<file path="config.mk">
export PLATFORM = sky130hd
export DESIGN_NAME = julia_escape_time_pixel_unit
export DESIGN_NICKNAME = d
export VERILOG_FILES = /design/src/rtl/core/jet_pkg.sv /design/src/rtl/core/julia_escape_time_pixel_unit.sv
export SDC_FILE = /design/constraint.sdc
export NUM_CORES = 2
export LEC_CHECK = 0
export ABC_AREA = 1
export BUFFER_PORTS_ARGS = -buffer_cell sky130_fd_sc_hd__buf_2
export CELL_PAD_IN_SITES_DETAIL_PLACEMENT = 1
export CELL_PAD_IN_SITES_GLOBAL_PLACEMENT = 1
export CORE_MARGIN = 5
export CORE_UTILIZATION = 50
export CTS_CLUSTER_DIAMETER = 40
export DETAILED_ROUTE_END_ITERATION = 6
export PLACE_DENSITY_LB_ADDON = 0.1
export SLEW_MARGIN = 20
export SYNTH_ARGS = -nofsm -noshare
export SYNTH_HDL_FRONTEND = slang
export SYNTH_SLANG_ARGS = --single-unit
</file>
<file path="constraint.sdc">
create_clock -name i_clk -period 10.5 [get_ports i_clk]
set_clock_uncertainty 0.15 [all_clocks]
set_input_delay 2.1 -clock i_clk [delete_from_list [all_inputs] [get_ports i_clk]]
set_output_delay 2.1 -clock i_clk [all_outputs]
set_load 0.05 [all_outputs]
</file>
<file path="src/rtl/core/jet_pkg.sv">
package jet_pkg;

    // Fixed word formats of the datapath
    localparam int WORD_W  = 32;            // z, c: signed fixed point
    localparam int PROD_W  = 2 * WORD_W;    // full product of two words
    localparam int ACC_W   = PROD_W + 1;    // difference of two products
    localparam int PIX_W   = 10;
    localparam int STEP_W  = 27;
    localparam int CNT_W   = 9;
    localparam int COLOR_W = 16;

    // Configuration register indexes
    localparam logic [1:0] CFG_C_REAL = 2'd0;
    localparam logic [1:0] CFG_C_IMAG = 2'd1;
    localparam logic [1:0] CFG_STEP   = 2'd2;

    // Register reset values
    localparam logic [WORD_W-1:0] RST_C_REAL = 32'hF800_0000; // -1.0
    localparam logic [WORD_W-1:0] RST_C_IMAG = 32'd21474836;  // about 0.16
    localparam logic [STEP_W-1:0] RST_STEP   = 27'd524800;

    localparam logic [COLOR_W-1:0] COLOR_BASE = 16'hFF00;

    typedef logic signed [WORD_W-1:0] t_word;
    typedef logic signed [PROD_W-1:0] t_prod;
    typedef logic signed [ACC_W-1:0]  t_acc;

    // Clamp a wide signed value to the signed word range
    function automatic t_word sat_word(input t_acc v);
        t_word r;
        if (v > t_acc'(signed'(32'sh7FFF_FFFF))) begin
            r = 32'sh7FFF_FFFF;
        end else if (v < t_acc'(signed'(32'sh8000_0000))) begin
            r = 32'sh8000_0000;
        end else begin
            r = t_word'(v);
        end
        return r;
    endfunction

endpackage

</file>
<file path="src/rtl/core/julia_escape_time_pixel_unit.sv">
// A request runs S_SX, S_SY, S_SZ and then R rounds, R = rounds run (1..MAX_ITER).
// No new request is taken until the last result has moved to the output register. Each
//   round uses the single 32x32 multiplier for zr*zr, zi*zi and zr*zi, then updates z.
// Reset (synchronous, active low): sequencer idle, output empty, constants back
//   to c = -1.0 + 0.16i and the default pixel step.
module julia_escape_time_pixel_unit #(
    parameter int IMAGE_SIZE = 1024,
    parameter int MAX_ITER   = 256,
    parameter int FRAC_BITS  = 27
) (
    input  logic        i_clk,
    input  logic        i_rst_n,

    // configuration write port
    input  logic        i_cfg_we,
    input  logic [1:0]  i_cfg_idx,
    input  logic [31:0] i_cfg_data,

    // pixel request channel
    input  logic        i_valid,
    output logic        o_stall,
    input  logic [9:0]  i_pixel_x,
    input  logic [9:0]  i_pixel_y,

    // result channel
    output logic        o_valid,
    input  logic        i_stall,
    output logic [9:0]  o_out_x,
    output logic [9:0]  o_out_y,
    output logic [8:0]  o_round_count,
    output logic        o_escaped,
    output logic [15:0] o_pixel_color
);

    localparam int CENTRE = (IMAGE_SIZE - 1) / 2;
    localparam int N_W    = $clog2(MAX_ITER + 1);

    // escape bound +-2.0 in the working format
    localparam jet_pkg::t_acc LIM = jet_pkg::t_acc'(2) <<< FRAC_BITS;

    // sequencer codes
    localparam logic [2:0] S_IDLE = 3'd0;  // wait for a request
    localparam logic [2:0] S_SX   = 3'd1;  // dx * step
    localparam logic [2:0] S_SY   = 3'd2;  // dy * step, store zr0
    localparam logic [2:0] S_SZ   = 3'd3;  // store zi0
    localparam logic [2:0] S_MRR  = 3'd4;  // zr * zr
    localparam logic [2:0] S_MII  = 3'd5;  // zi * zi
    localparam logic [2:0] S_MRI  = 3'd6;  // zr * zi, form zr^2 - zi^2
    localparam logic [2:0] S_UPD  = 3'd7;  // add c, test bound, step or finish

    // configuration
    logic [31:0] r_c_real;
    logic [31:0] r_c_imag;
    logic [26:0] r_step;

    // sequencer and datapath
    logic [2:0]        r_state, n_state;
    logic              r_done;       // result waiting to move to output register
    logic              r_esc;
    logic [N_W-1:0]    r_n;
    logic [9:0]        r_px, r_py;
    jet_pkg::t_word    r_zr, r_zi;
    jet_pkg::t_prod    r_prod;
    jet_pkg::t_acc     r_acc;

    // output register
    logic              r_ov;
    logic [9:0]        r_ox, r_oy;
    logic [8:0]        r_ocnt;
    logic              r_oesc;
    logic [15:0]       r_ocol;

    jet_pkg::t_word    mul_a, mul_b;
    jet_pkg::t_prod    w_prod;
    jet_pkg::t_word    w_dx, w_dy, w_step;
    jet_pkg::t_acc     w_re, w_im;
    logic              w_out;        // update leaves the bound
    logic              w_last;       // final permitted round
    logic              w_load;       // output register takes the result

    // pixel offsets from the image centre
    assign w_dx   = jet_pkg::t_word'({22'd0, r_px}) - jet_pkg::t_word'(CENTRE);
    assign w_dy   = jet_pkg::t_word'({22'd0, r_py}) - jet_pkg::t_word'(CENTRE);
    assign w_step = jet_pkg::t_word'({5'd0, r_step});

    // operand select for the shared multiplier
    always_comb begin
        case (r_state)
            S_SX: begin
                mul_a = w_dx;
                mul_b = w_step;
            end
            S_SY: begin
                mul_a = w_dy;
                mul_b = w_step;
            end
            S_MRR: begin
                mul_a = r_zr;
                mul_b = r_zr;
            end
            S_MII: begin
                mul_a = r_zi;
                mul_b = r_zi;
            end
            S_MRI: begin
                mul_a = r_zr;
                mul_b = r_zi;
            end
            default: begin
                mul_a = r_zr;
                mul_b = r_zi;
            end
        endcase
    end

    assign w_prod = jet_pkg::t_prod'(mul_a) * jet_pkg::t_prod'(mul_b);

    // new z before saturation; arithmetic shifts give floor rounding
    assign w_re = (r_acc >>> FRAC_BITS)
                + jet_pkg::t_acc'(signed'(r_c_real));
    assign w_im = (jet_pkg::t_acc'(r_prod) >>> (FRAC_BITS - 1))
                + jet_pkg::t_acc'(signed'(r_c_imag));

    assign w_out  = (w_re < -LIM) || (w_re > LIM) || (w_im < -LIM) || (w_im > LIM);
    assign w_last = (r_n == N_W'(MAX_ITER - 1));
    assign w_load = r_done && (!r_ov || !i_stall);

    // next state
    always_comb begin
        n_state = r_state;
        case (r_state)
            S_IDLE: begin
                if (i_valid && !r_done) begin
                    n_state = S_SX;
                end
            end
            S_SX:  n_state = S_SY;
            S_SY:  n_state = S_SZ;
            S_SZ:  n_state = S_MRR;
            S_MRR: n_state = S_MII;
            S_MII: n_state = S_MRI;
            S_MRI: n_state = S_UPD;
            S_UPD: begin
                if (w_out || w_last) begin
                    n_state = S_IDLE;
                end else begin
                    n_state = S_MRR;
                end
            end
            default: n_state = S_IDLE;
        endcase
    end

    // hold off new requests while a pixel is in flight or its result is parked
    assign o_stall = (r_state != S_IDLE) || r_done;

    // configuration registers
    always_ff @(posedge i_clk) begin
        if (!i_rst_n) begin
            r_c_real <= jet_pkg::RST_C_REAL;
            r_c_imag <= jet_pkg::RST_C_IMAG;
            r_step   <= jet_pkg::RST_STEP;
        end else if (i_cfg_we) begin
            case (i_cfg_idx)
                jet_pkg::CFG_C_REAL: r_c_real <= i_cfg_data;
                jet_pkg::CFG_C_IMAG: r_c_imag <= i_cfg_data;
                jet_pkg::CFG_STEP:   r_step   <= i_cfg_data[26:0];
                default: ;
            endcase
        end
    end

    // control state
    always_ff @(posedge i_clk) begin
        if (!i_rst_n) begin
            r_state <= S_IDLE;
            r_done  <= 1'b0;
            r_ov    <= 1'b0;
        end else begin
            r_state <= n_state;
            if (r_state == S_UPD && (w_out || w_last)) begin
                r_done <= 1'b1;
            end else if (w_load) begin
                r_done <= 1'b0;
            end
            if (w_load) begin
                r_ov <= 1'b1;
            end else if (!i_stall) begin
                r_ov <= 1'b0;
            end
        end
    end

    // datapath
    always_ff @(posedge i_clk) begin
        r_prod <= w_prod;
        case (r_state)
            S_IDLE: begin
                if (i_valid && !r_done) begin
                    r_px <= i_pixel_x;
                    r_py <= i_pixel_y;
                end
            end
            S_SY: r_zr <= jet_pkg::sat_word(jet_pkg::t_acc'(r_prod));
            S_SZ: begin
                r_zi  <= jet_pkg::sat_word(jet_pkg::t_acc'(r_prod));
                r_n   <= '0;
                r_esc <= 1'b0;
            end
            S_MII: r_acc <= jet_pkg::t_acc'(r_prod);
            S_MRI: r_acc <= r_acc - jet_pkg::t_acc'(r_prod);
            S_UPD: begin
                if (w_out) begin
                    r_esc <= 1'b1;
                end else begin
                    r_zr <= jet_pkg::sat_word(w_re);
                    r_zi <= jet_pkg::sat_word(w_im);
                    r_n  <= r_n + N_W'(1);
                end
            end
            default: ;
        endcase
    end

    // output register payload
    always_ff @(posedge i_clk) begin
        if (w_load) begin
            r_ox   <= r_px;
            r_oy   <= r_py;
            r_ocnt <= 9'(r_n);
            r_oesc <= r_esc;
            r_ocol <= r_esc ? 16'(jet_pkg::COLOR_BASE + 16'(r_n)) : 16'd0;
        end
    end

    assign o_valid       = r_ov;
    assign o_out_x       = r_ox;
    assign o_out_y       = r_oy;
    assign o_round_count = r_ocnt;
    assign o_escaped     = r_oesc;
    assign o_pixel_color = r_ocol;

endmodule
</file>
==> run_results.csv <==
group,metric,value,unit
clock_tree,cts_tree,"yes",
worst_setup_path,critPathMaxStageDelay,0.69,ns
worst_setup_path,worstSetupEndpointType,"flop",
sta,slew-limit-headroom,25.09,%
synthesis,synth_area,60450,um^2
synthesis,ys_top_cells_by_count,"inv_1, nand2_1, fa_1",
worst_setup_path,crit_type,"reg2reg",
worst_setup_path,rr_startpoint,"r_state[2]",
synthesis,syn_nets,9124,
sta,setup_violations,0,
worst_hold_path,holdPathEnd,"o_out_y[3]",
clock_tree,cts_buffers,59,
worst_setup_path,rr_endpoint,"r_prod[55]",
placed_design,gp_congestion,1.013,
clock_tree,clkSinkCount,358,
route,wire_per_inst,26.32,um
worst_setup_path,worstPathRequired,10.89,ns
clock_tree,cts_htree_levels,2,
synthesis,yosys.area.top_type,"fa_1",
synthesis,yosys_warnings,0,
floorplan,initial_utilization,50.39,%
placed_design,dpl.hpwl,209.8,mm
floorplan,fp.dieH,357.7,um
cells_and_area,drive_above_1_share,6.992,%
synthesis,synth_area_leaders,"fa_1, inv_1, edfxtp_1, nand2_1, ha_1",
route,drcViolationCount,0,
grt,grt_start_max_net_pins,95,
synthesis,synth_edf_count,198,
sta,min_period_over_period,97.84,%
sta,worst_pin_slew,1.122,ns
worst_setup_path,path_max_fanout,27,
route,wl_met3,20.87,mm
sta,slew_violations,0,
route,drt_iter0_drc,4308,
grt,grt_pass1_vias,58663,
synthesis,synth.most_common_cell,"inv_1",
sta,worst_slack,0.2270,ns
sta,clock.fmax,97.34,MHz
clock_tree,ctsLongestPathBuffers,3,
floorplan,pin_count,107,
route,via_per_inst,5.706,
worst_setup_path,start_kind,"flop",
worst_setup_path,r2r_setup_slack,0.23,ns
worst_setup_path,cp.arrival,10.66,ns
route,routed.top_layer,"met5",
synthesis,avgSynthCellArea,7.900,um^2
synthesis,async_reset_ff_share,0,%
grt,gr-total-overflow,0,
clock_tree,cts_root_buffer,"clkbuf_16",
sta,hold_viol_final,0,
worst_hold_path,hold_depth,0,
sta,grt_setup_unrepaired,"yes",
floorplan,die_w,357.7,um
floorplan,rows,127,
cells_and_area,syn2layout_area_growth,8.639,%
route,firstDrtPassIters,5,
route,drt.antenna.violating_nets,0,
synthesis,ys_seq_area_share,15.13,%
worst_hold_path,hold_start,"r_py[3]",
worst_setup_path,critPathSlowestCell,"a21oi_2",
sta,fin_crit,10.27,ns
synthesis,ys_types,64,
synthesis,ys.flop_type,"edfxtp_1",
worst_hold_path,min_path_type,"reg2reg",
route,num_vias,53777,
floorplan,core,120000,um^2
route,routed-wl-met2,113.9,mm
grt,grt_antenna_before_repair,12,
cells_and_area,fin_nets,9230,
route,wl_met1,99.00,mm
grt,grt_pass1_wl,371.0,mm
clock_tree,cts.clk_slew.worst_paths,0.06,ns
placed_design,detailedPlace.worstSlack,-0.01917,ns
synthesis,synth_top_area_share,35.93,%
clock_tree,clk_latency,0.66,ns
grt,track_usage,39.11,%
run,cap_violations,0,
placed_design,port_buffers,106,
worst_setup_path,reg2reg_depth,30,
synthesis,syn_inst,7652,
worst_setup_path,crit_top_cell,"fa_1",
route,wl,248.0,mm
floorplan,dieArea,128000,um^2
status,status,"finished, final reports clean",
synthesis,synth-seq-cells,358,
[worst max path at each step]
stage	endpoint	from	slack, ns
floorplan	r_prod[61]	r_px[0]	1.57
global placement	r_prod[53]	r_state[2]	0.07
detailed placement	r_prod[53]	r_state[2]	-0.02
CTS	r_prod[55]	r_state[2]	0.009
global route	r_prod[52]	r_state[2]	-0.004
finish	r_prod[55]	r_state[2]	0.23
[cells in the final DEF, fill, tap and decap left out, drive strengths merged, types with 4 or more instances in the layout]
| master | count |
|---|---|
| clkinvlp | 12 |
| ha | 328 |
| edfxtp | 198 |
| a21oi | 422 |
| clkinv | 22 |
| o21bai | 15 |
| o31ai | 5 |
| a31oi | 61 |
| o211ai | 14 |
| clkbuf | 72 |
| xnor2 | 80 |
| o21a | 18 |
| nand2 | 1525 |
| and3 | 5 |
| o22ai | 13 |
| or2 | 34 |
| o21ai | 306 |
| nand3b | 15 |
| inv | 1715 |
| bufinv | 5 |
| buf | 268 |
| dfxtp | 160 |
| a21o | 16 |
| nand3 | 188 |
| o221ai | 4 |
| nor3 | 40 |
| a221oi | 6 |
| xor2 | 74 |
| nor2 | 996 |
| nor4 | 25 |
| a21boi | 6 |
| fa | 1085 |
| nand4 | 52 |
| o311ai | 4 |
[area by class of cell]
class	instances	area, um^2
Timing Repair Buffer	268	1821
Inverter	1712	6454
Timing Repair inverter	2	15.01
Clock inverter	40	509.2
Antenna cell	3	7.507
Multi-Input combinational cell	5357	44060
Fill cell	14802	54300
Sequential cell	358	9149
Clock buffer	72	1639
Tap cell	1612	2017
[cell families after synthesis]
kind of cell / Yosys count / share of synthesized area, %
xor+xnor: 154 / 2.231
fa+ha+maj: 1413 / 42.72
buf+inv: 1937 / 12.33
flops: 358 / 15.13
simple gates: 2885 / 19.18
compound gates: 905 / 8.406
[what timing repair did]
action | 4_1_cts | 5_1_grt
setup buffers | 0 | 8
endpoints found under the setup margin | 4 | 26
cloned | 0 | 2
hold buffers | 0 | 0
resized for setup | 3 | 24
pin swaps | 0 | 2
[flip-flops by register name, summed over array words and instances, names as in the netlist, 3 cells and up]
| name | flops |
|---|---|
| r_zr | 32 |
| r_acc | 65 |
| r_px | 10 |
| o_out_y | 10 |
| r_step | 27 |
| o_pixel_color | 9 |
| o_round_count | 9 |
| r_c_real | 32 |
| r_n | 9 |
| r_zi | 32 |
| o_out_x | 10 |
| r_state | 3 |
| r_py | 10 |
| r_prod | 64 |
| r_c_imag | 32 |
[through the flow]
| step | util [%] | TNS (ns) | std cells | instance area, um^2 | hold slack [ns] |
|---|---|---|---|---|---|
| CTS | 54.58 | 0 | 9410 | 65480 | 0.3085 |
| finish | 54.74 | 0 | 9424 | 65670 | 0.3090 |
| detailed placement | 52.78 | -0.02347 | 9298 | 63320 | 0.2937 |
| global placement | 52.78 | 0 | 9298 | 63320 | 0.2829 |
| floorplan | - | 0 | 7652 | 60450 | 0.2744 |
| global route | 54.73 | -0.004078 | 9421 | 65660 | 0.3255 |
[worst max-delay path, delay by kind of cell, from the launching register on]
| kind | cells | cell delay [ns] |
|---|---|---|
| adders and majority gates | 9 | 4.46 |
| buffers and inverters | 6 | 1.66 |
| and+or+nand+nor | 10 | 1.64 |
| AOI/OAI and AO/OA | 4 | 1.32 |
| DFF | 1 | 0.56 |
| xor gates and xnor gates | 1 | 0.33 |
[per-layer routing]
layer  vias to the layer above  GRT usage, %
met5                         -             0
met4                         4         17.61
met3                       611         8.097
met2                      2115         63.70
met1                     27632         50.68
li1                      23415             -
Power is left out: the tool's default activity adds up to more than one toggle a clock period on the data nets, which glitch-free logic cannot reach.
